`src/sv/btss_pkg.sv`:
```
`timescale 1ns / 1ps
`default_nettype none

package btss_pkg;

    // Field widths.
    localparam int ANGLE_W   = 8;
    localparam int TIME_W    = 32;
    localparam int CFG_IDX_W = 3;
    localparam int NUM_REGS  = 6;

    // Register indexes of the configuration port.
    localparam logic [CFG_IDX_W-1:0] REG_SERVO1_A = 3'd0;
    localparam logic [CFG_IDX_W-1:0] REG_SERVO1_B = 3'd1;
    localparam logic [CFG_IDX_W-1:0] REG_SERVO2_A = 3'd2;
    localparam logic [CFG_IDX_W-1:0] REG_SERVO2_B = 3'd3;
    localparam logic [CFG_IDX_W-1:0] REG_SERVO3_A = 3'd4;
    localparam logic [CFG_IDX_W-1:0] REG_SERVO3_B = 3'd5;

    // Register reset values.
    localparam logic [ANGLE_W-1:0] RST_SERVO1_A = 8'd20;
    localparam logic [ANGLE_W-1:0] RST_SERVO1_B = 8'd141;
    localparam logic [ANGLE_W-1:0] RST_SERVO2_A = 8'd120;
    localparam logic [ANGLE_W-1:0] RST_SERVO2_B = 8'd97;
    localparam logic [ANGLE_W-1:0] RST_SERVO3_A = 8'd128;
    localparam logic [ANGLE_W-1:0] RST_SERVO3_B = 8'd146;

    // Command codes.
    localparam logic CMD_POLL  = 1'b0;
    localparam logic CMD_SETUP = 1'b1;

    // Brushless command codes.
    localparam logic [1:0] BLDC_STOP = 2'd0;
    localparam logic [1:0] BLDC_UP   = 2'd1;
    localparam logic [1:0] BLDC_DOWN = 2'd2;

    typedef struct packed {
        logic              command;
        logic              triangle_pressed;
        logic              cross_pressed;
        logic              left_pressed;
        logic              right_pressed;
        logic              up_pressed;
        logic              down_pressed;
        logic [TIME_W-1:0] now_ms;
    } t_in_word;

    typedef struct packed {
        logic [ANGLE_W-1:0] servo1_angle;
        logic               servo1_write;
        logic [ANGLE_W-1:0] servo2_angle;
        logic [ANGLE_W-1:0] servo3_angle;
        logic               servo23_write;
        logic               offset_direction;
        logic               offset_run;
        logic [1:0]         bldc_command;
        logic               servo1_busy;
    } t_out_word;

    // Servo 1 request and status between the top level and the ramp unit.
    typedef struct packed {
        logic              accept;
        logic              setup;
        logic              triangle;
        logic [TIME_W-1:0] now_ms;
    } t_s1_req;

    typedef struct packed {
        logic [ANGLE_W-1:0] position;
        logic               write;
        logic               busy;
    } t_s1_status;

endpackage

`default_nettype wire

```
`src/sv/btss_in_if.sv`:
```
`timescale 1ns / 1ps
`default_nettype none

interface btss_in_if;
    import btss_pkg::*;

    logic     valid;
    logic     ready;
    t_in_word data;

    modport source (output valid, output data, input ready);
    modport sink (input valid, input data, output ready);
endinterface

`default_nettype wire

```
`src/sv/btss_out_if.sv`:
```
`timescale 1ns / 1ps
`default_nettype none

interface btss_out_if;
    import btss_pkg::*;

    logic      valid;
    logic      ready;
    t_out_word data;

    modport source (output valid, output data, input ready);
    modport sink (input valid, input data, output ready);
endinterface

`default_nettype wire

```
`src/sv/btss_servo1.sv`:
```
`timescale 1ns / 1ps
`default_nettype none

module btss_servo1 #(
    parameter int STEP_INTERVAL_MS = 10
) (
    input  wire                              i_clk,
    input  wire                              i_rst_n,
    input  wire  btss_pkg::t_s1_req          i_req,
    input  wire  [btss_pkg::ANGLE_W-1:0]     i_angle_a,
    input  wire  [btss_pkg::ANGLE_W-1:0]     i_angle_b,
    output btss_pkg::t_s1_status             o_status
);
    import btss_pkg::*;

    localparam logic [TIME_W-1:0] STEP_TICKS = TIME_W'(STEP_INTERVAL_MS);

    logic               r_prev_triangle, n_prev_triangle;
    logic               r_toggle,        n_toggle;
    logic [ANGLE_W-1:0] r_position,      n_position;
    logic [ANGLE_W-1:0] r_target,        n_target;
    logic               r_ramp,          n_ramp;
    logic [TIME_W-1:0]  r_last_step,     n_last_step;

    logic               edge_seen;
    logic               ramp_on;
    logic               step_due;
    logic [TIME_W-1:0]  elapsed;
    logic               write_now;

    // Setup loads angle A; otherwise toggle on a rising edge, then take at most one degree toward the target.
    always_comb begin
        n_prev_triangle = r_prev_triangle;
        n_toggle        = r_toggle;
        n_position      = r_position;
        n_target        = r_target;
        n_ramp          = r_ramp;
        n_last_step     = r_last_step;
        write_now       = 1'b0;
        edge_seen       = i_req.triangle & ~r_prev_triangle;
        elapsed         = i_req.now_ms - r_last_step;
        ramp_on         = r_ramp | edge_seen;
        step_due        = ramp_on && (elapsed >= STEP_TICKS);
        if (i_req.setup) begin
            n_toggle   = 1'b0;
            n_position = i_angle_a;
            n_target   = i_angle_a;
            write_now  = 1'b1;
        end else begin
            n_prev_triangle = i_req.triangle;
            if (edge_seen) begin
                n_toggle = ~r_toggle;
                n_target = r_toggle ? i_angle_a : i_angle_b;
            end
            n_ramp = ramp_on;
            if (step_due) begin
                n_last_step = i_req.now_ms;
                write_now   = 1'b1;
                if (r_position < n_target) begin
                    n_position = r_position + 1'b1;
                end else if (r_position > n_target) begin
                    n_position = r_position - 1'b1;
                end
                if (n_position == n_target) begin
                    n_ramp = 1'b0;
                end
            end
        end
    end

    always_ff @(posedge i_clk) begin
        if (!i_rst_n) begin
            r_prev_triangle <= 1'b0;
            r_toggle        <= 1'b0;
            r_position      <= RST_SERVO1_A;
            r_target        <= RST_SERVO1_A;
            r_ramp          <= 1'b0;
            r_last_step     <= '0;
        end else if (i_req.accept) begin
            r_prev_triangle <= n_prev_triangle;
            r_toggle        <= n_toggle;
            r_position      <= n_position;
            r_target        <= n_target;
            r_ramp          <= n_ramp;
            r_last_step     <= n_last_step;
        end
    end

    // Status after this word, for the result register.
    assign o_status.position = n_position;
    assign o_status.write    = write_now;
    assign o_status.busy     = n_ramp;

endmodule

`default_nettype wire

```
`src/sv/button_toggled_servo_slew_control_unit.sv`:
```
`timescale 1ns / 1ps
`default_nettype none

// Channel   Direction  Word        Meaning
// i_in      sink       t_in_word   one poll or setup command
// o_out     source     t_out_word  servo, motor and status word per input
// i_cfg_*   write      8-bit data  six angle registers, index 0..5
//
// The state updates at acceptance and the result lands in the output register
// on the same edge. A new word is taken every cycle while the output register
// is empty or being drained. When the sink stalls, one result waits in the
// output register and input is held off.
// Reset is synchronous and loads the register and state reset values.

module button_toggled_servo_slew_control_unit #(
    parameter int STEP_INTERVAL_MS = 10
) (
    input  wire                              i_clk,
    input  wire                              i_rst_n,
    btss_in_if.sink                          i_in,
    btss_out_if.source                       o_out,
    input  wire                              i_cfg_we,
    input  wire  [btss_pkg::CFG_IDX_W-1:0]   i_cfg_idx,
    input  wire  [btss_pkg::ANGLE_W-1:0]     i_cfg_data
);
    import btss_pkg::*;

    logic [ANGLE_W-1:0] r_angle [NUM_REGS];
    logic               r_prev_cross,   n_prev_cross;
    logic               r_servo23_tog,  n_servo23_tog;
    logic               r_held_dir,     n_held_dir;
    logic               r_out_valid;
    t_out_word          r_out,          n_out;

    logic       accept;
    logic       s23_write;
    logic       run;
    logic [1:0] bldc;
    t_s1_req    s1_req;
    t_s1_status s1_status;

    assign i_in.ready = ~r_out_valid | o_out.ready;
    assign accept     = i_in.valid & i_in.ready;

    // Angle registers.
    always_ff @(posedge i_clk) begin
        if (!i_rst_n) begin
            r_angle[REG_SERVO1_A] <= RST_SERVO1_A;
            r_angle[REG_SERVO1_B] <= RST_SERVO1_B;
            r_angle[REG_SERVO2_A] <= RST_SERVO2_A;
            r_angle[REG_SERVO2_B] <= RST_SERVO2_B;
            r_angle[REG_SERVO3_A] <= RST_SERVO3_A;
            r_angle[REG_SERVO3_B] <= RST_SERVO3_B;
        end else if (i_cfg_we && (i_cfg_idx <= REG_SERVO3_B)) begin
            r_angle[i_cfg_idx] <= i_cfg_data;
        end
    end

    // Servo 1 toggle and slew.
    assign s1_req.accept   = accept;
    assign s1_req.setup    = (i_in.data.command == CMD_SETUP);
    assign s1_req.triangle = i_in.data.triangle_pressed;
    assign s1_req.now_ms   = i_in.data.now_ms;

    btss_servo1 #(
        .STEP_INTERVAL_MS (STEP_INTERVAL_MS)
    ) u_servo1 (
        .i_clk     (i_clk),
        .i_rst_n   (i_rst_n),
        .i_req     (s1_req),
        .i_angle_a (r_angle[REG_SERVO1_A]),
        .i_angle_b (r_angle[REG_SERVO1_B]),
        .o_status  (s1_status)
    );

    // Servos 2 and 3, offset motor and brushless command.
    always_comb begin
        n_prev_cross  = r_prev_cross;
        n_servo23_tog = r_servo23_tog;
        n_held_dir    = r_held_dir;
        s23_write     = 1'b0;
        run           = 1'b0;
        bldc          = BLDC_STOP;
        if (i_in.data.command == CMD_SETUP) begin
            n_servo23_tog = 1'b0;
            s23_write     = 1'b1;
        end else begin
            n_prev_cross = i_in.data.cross_pressed;
            if (i_in.data.cross_pressed && !r_prev_cross) begin
                n_servo23_tog = ~r_servo23_tog;
                s23_write     = 1'b1;
            end
            priority if (i_in.data.left_pressed) begin
                n_held_dir = 1'b1;
                run        = 1'b1;
            end else if (i_in.data.right_pressed) begin
                n_held_dir = 1'b0;
                run        = 1'b1;
            end else begin
                n_held_dir = r_held_dir;
                run        = 1'b0;
            end
            priority if (i_in.data.up_pressed) begin
                bldc = BLDC_UP;
            end else if (i_in.data.down_pressed) begin
                bldc = BLDC_DOWN;
            end else begin
                bldc = BLDC_STOP;
            end
        end
    end

    // Result word.
    always_comb begin
        n_out.servo1_angle     = s1_status.position;
        n_out.servo1_write     = s1_status.write;
        n_out.servo2_angle     = n_servo23_tog ? r_angle[REG_SERVO2_B]
                                               : r_angle[REG_SERVO2_A];
        n_out.servo3_angle     = n_servo23_tog ? r_angle[REG_SERVO3_B]
                                               : r_angle[REG_SERVO3_A];
        n_out.servo23_write    = s23_write;
        n_out.offset_direction = n_held_dir;
        n_out.offset_run       = run;
        n_out.bldc_command     = bldc;
        n_out.servo1_busy      = s1_status.busy;
    end

    // State of servos 2 and 3 and the offset motor.
    always_ff @(posedge i_clk) begin
        if (!i_rst_n) begin
            r_prev_cross  <= 1'b0;
            r_servo23_tog <= 1'b0;
            r_held_dir    <= 1'b0;
        end else if (accept) begin
            r_prev_cross  <= n_prev_cross;
            r_servo23_tog <= n_servo23_tog;
            r_held_dir    <= n_held_dir;
        end
    end

    // Output register.
    always_ff @(posedge i_clk) begin
        if (!i_rst_n) begin
            r_out_valid <= 1'b0;
        end else if (accept) begin
            r_out_valid <= 1'b1;
        end else if (o_out.ready) begin
            r_out_valid <= 1'b0;
        end
    end

    always_ff @(posedge i_clk) begin
        if (accept) begin
            r_out <= n_out;
        end
    end

    assign o_out.valid = r_out_valid;
    assign o_out.data  = r_out;

endmodule

`default_nettype wire
```
`src/flat_wrapper.sv`:
```
// flat-port wrapper written by rule: the top's interface ports become plain ports
module button_toggled_servo_slew_control_unit_flat import btss_pkg::*;
#(
    parameter int STEP_INTERVAL_MS = 10
)
  (i_clk, i_rst_n, i_cfg_we, i_cfg_idx, i_cfg_data, i_in_valid, i_in_data, i_in_ready, o_out_valid, o_out_data, o_out_ready);
  btss_in_if i_in_i ();
  btss_out_if o_out_i ();
  input  wire i_clk;
  input  wire i_rst_n;
  input  wire i_cfg_we;
  input  wire  [btss_pkg::CFG_IDX_W-1:0] i_cfg_idx;
  input  wire  [btss_pkg::ANGLE_W-1:0] i_cfg_data;
  input wire logic [$bits(i_in_i.valid)-1:0] i_in_valid;
  input wire logic [$bits(i_in_i.data)-1:0] i_in_data;
  output wire logic [$bits(i_in_i.ready)-1:0] i_in_ready;
  output wire logic [$bits(o_out_i.valid)-1:0] o_out_valid;
  output wire logic [$bits(o_out_i.data)-1:0] o_out_data;
  input wire logic [$bits(o_out_i.ready)-1:0] o_out_ready;
  assign i_in_i.valid = i_in_valid;
  assign i_in_i.data = i_in_data;
  assign i_in_ready = i_in_i.ready;
  assign o_out_valid = o_out_i.valid;
  assign o_out_data = o_out_i.data;
  assign o_out_i.ready = o_out_ready;
  button_toggled_servo_slew_control_unit #(.STEP_INTERVAL_MS(STEP_INTERVAL_MS)) u_core (.i_clk(i_clk), .i_rst_n(i_rst_n), .i_in(i_in_i), .o_out(o_out_i), .i_cfg_we(i_cfg_we), .i_cfg_idx(i_cfg_idx), .i_cfg_data(i_cfg_data));
endmodule
```
`config.mk`:
```
export PLATFORM = sky130hd
export DESIGN_NAME = button_toggled_servo_slew_control_unit_flat
export DESIGN_NICKNAME = d
export VERILOG_FILES = /design/src/sv/btss_pkg.sv /design/src/sv/btss_in_if.sv /design/src/sv/btss_out_if.sv /design/src/sv/btss_servo1.sv /design/src/sv/button_toggled_servo_slew_control_unit.sv /design/src/flat_wrapper.sv
export SDC_FILE = /design/constraint.sdc
export NUM_CORES = 1
export LEC_CHECK = 0
export BUFFER_PORTS_ARGS = -buffer_cell sky130_fd_sc_hd__buf_4
export CORE_UTILIZATION = 45
export CTS_CLUSTER_DIAMETER = 40
export DETAILED_ROUTE_END_ITERATION = 8
export GPL_ROUTABILITY_DRIVEN = 1
export GPL_TIMING_DRIVEN = 1
export PLACE_DENSITY = 0.65
export REMOVE_ABC_BUFFERS = 1
export SYNTH_ARGS = -nofsm -noshare
export SYNTH_HDL_FRONTEND = slang
export SYNTH_SLANG_ARGS = --single-unit
```
`constraint.sdc`:
```
create_clock -name i_clk -period 5.65 [get_ports i_clk]
set_input_delay 0.565 -clock i_clk [delete_from_list [all_inputs] [get_ports i_clk]]
set_output_delay 0.565 -clock i_clk [all_outputs]
set_load 0.05 [all_outputs]
```
==> impl_metrics.ini <==
[yosys]
ys_warn_count = 0
synth_area_um2 = 8530
synthCells = 967
ys_seq_elements = 134
ys_async_sr_fraction = 0
synth-edff-count = 79
ys.flop_type = edfxtp_1
syn_area_per_cell_um2 = 8.82
synth_seq_area_share = 0.407
synth.distinct_cells = 80

[worst_setup_path]
r2r_cells = 13
rr_endpoint = u_core.o_out.data[26]
r2r_start = u_core.u_servo1.r_last_step[0]
worstSetupStartpointType = register
regToRegSetupSlack_ps = 1200
critical_path_required_ps = 5810
criticalPathCategory = reg2reg
end_kind = register
cp_max_fo = 12
arrival_ps = 4610

[pwr]
combPwrFrac = 0.210
vdd_drop_max_uv = 198
finalPower_uw = 2930
clkPwrFrac = 0.402
p_int_uw = 2020
power_leakage_uw = 0.00373
swShare = 0.313
powerDensity_nw_per_um2 = 296
p_seq_frac = 0.388
switchingPower_uw = 919

[cts]
numCtsBuffers = 17
clockRootBuffer = clkbuf_16
cts_buffer_depth = 2
cts_setup_buffers = 0
clock_latency_ps = 430
cts_tree = built
ctsHoldBuffers = 0
cts_max_level = 4
ctsResizeCount = 0
cts.sinks = 134
clk_pin_slew_ps = 70

[sta]
drv_slew = 0
finalCriticalPeriod_ps = 4450
tightest_slew_ps = 923
hold_viol = 0
clock_skew_ps = 12.4
fmax_mhz = 225
timing.slew.headroom = 0.384
setup_viol = 0
finalSetupTns_ps = 0
rsz0062_at_grt = no
period_share = 0.787

[placement]
placed_cells = 1232
hpwl_mm = 16.0
gp_congestion = 0.945
placement.io_buffers = 87

[run]
drv_cap = 0

[global_routing]
grt_antenna_before_repair = 0
grt_max_degree = 47
grt-ovfl-total = 0
grt_pass1_vias = 7308
grt_pass1_wl_mm = 37.2
grt_use_total = 0.238

[finish]
syn_to_final_growth_pct = 16.1
diodes = 0
final-seq-area_um2 = 3470
final_common_cell = buf_4
final_nets = 1119
fin_cells = 1264
multi_input_area_um2 = 4570
nFillCells = 1687
mostFrequentLayoutCells = buf_4 (97), a21oi_1 (85), nor2_1 (82)
drive_gt1_frac = 0.162

[die]
die_w_um = 140
ios = 88
initial_core_util = 0.467
rows = 49
core_area_um2 = 18300
die_h_um = 140
dieArea_um2 = 19500

[detailed_routing]
route.detailed.drc = 0
drt_wl_total_mm = 22.4
ant_nets = 0
avgRoutedWirePerCell_um = 17.7
dr.pass1.iters = 5
first_iter_violations = 524
via_count = 7435
viasPerCell = 5.88

[hold_path]
holdPathStages = 3
hp-class = in2reg
hold-path-endpoint = u_core.u_servo1.r_prev_triangle
holdCritStartpoint = i_in_data[37]

[status]
status = finished clean
[layout make-up]
cell class                      count  area share
Sequential cell                   134       0.351
Clock buffer                       17      0.0430
Clock inverter                     15      0.0207
Multi-Input combinational cell    714       0.461
Tap cell                          229      0.0289
Inverter                           58      0.0220
Timing Repair Buffer               97      0.0735
[how the worst max path moves through the flow]
| stage | start | end | cells past startpoint |
|---|---|---|---|
| 2_1_floorplan | i_in_data[0] | u_core.o_out.data[26] | 14 |
| 3_3_place_gp | i_in_data[0] | u_core.o_out.data[26] | 15 |
| 3_5_place_dp | i_in_data[0] | u_core.o_out.data[26] | 15 |
| 4_1_cts | u_core.u_servo1.r_prev_triangle | u_core.o_out.data[0] | 14 |
| 5_1_grt | u_core.u_servo1.r_last_step[0] | u_core.o_out.data[26] | 13 |
| 6_report | u_core.u_servo1.r_last_step[0] | u_core.o_out.data[26] | 13 |
[logic make-up after synthesis]
| kind of cell | Yosys count | share of synthesized area |
|---|---|---|
| AND/OR/NAND/NOR | 326 | 0.188 |
| flip-flops | 134 | 0.407 |
| buffers and inverters | 119 | 0.0584 |
| multiplexers | 28 | 0.0352 |
| AO/OA/AOI/OAI | 289 | 0.219 |
| adder cells (fa/ha/maj) | 42 | 0.0625 |
| XOR/XNOR | 29 | 0.0298 |
[power by group through the flow]
stage,Clock (µW),Sequential (µW),Combinational (µW)
finish,1180,1140,615
global placement,0,1160,606
floorplan,0,1210,367
CTS,1200,1140,613
global route,1240,1140,676
detailed placement,0,1160,608
[metrics by stage]
step | hold WS [ps] | worst slack (ps) | instance area (µm²) | util
CTS | 386 | 1260 | 9900 | 0.542
global route | 411 | 757 | 9900 | 0.542
finish | 392 | 1200 | 9900 | 0.542
global placement | 445 | 1010 | 9270 | 0.507
floorplan | 433 | 963 | 8250 | -
detailed placement | 459 | 906 | 9270 | 0.507
[flip-flops by register name, summed over array words and instances (netlist names), 8 cells and up]
signal	flops
u_core.u_servo1.r_position	8
u_core.o_out.data	31
u_core.u_servo1.r_last_step	32
u_core.u_servo1.r_target	8
u_core.r_angle	48
[cell usage after synthesis (7+ instances only)]
library cell	n	area, µm²
nand3_1	50	250
nand2b_1	11	68.8
xor2_1	8	70.1
a21oi_1	85	425
nor3_1	18	90.1
inv_1	57	214
o21a_1	11	82.6
nand4_1	15	93.8
xnor2_1	21	184
a211oi_1	9	67.6
and3_1	10	62.6
clkbuf_1	43	161
dfxtp_1	55	1100
o31ai_1	10	75.1
and4_1	7	61.3
nor2_1	82	308
o21ai_0	73	365
o211ai_1	15	113
nor2b_1	9	56.3
a21o_1	18	135
ha_1	41	513
and2_1	11	68.8
nand2_1	80	300
mux2_2	16	180
mux2i_1	12	120
a31oi_1	10	62.6
edfxtp_1	79	2370
[worst max-delay path: stages, from the launching register on]
cell	delay [ps]
dfxtp_1	330
ha_1	160
inv_1	50
fa_1	440
a211oi_1	350
o21ai_1	170
a41oi_1	430
a31oi_2	230
xnor2_1	180
nand4b_1	110
nor4bb_1	410
nand4_1	630
a311oi_1	590
a211oi_1	90
[layer usage]
layer,vias to the layer above,wire length [µm],global-route usage
met3,44,868,0.0392
met4,0,541,0.0896
met5,-,0,0
met1,3551,9860,0.294
li1,3655,-,-
met2,185,11100,0.416
No activity file was read; power rests on OpenSTA's default activity.
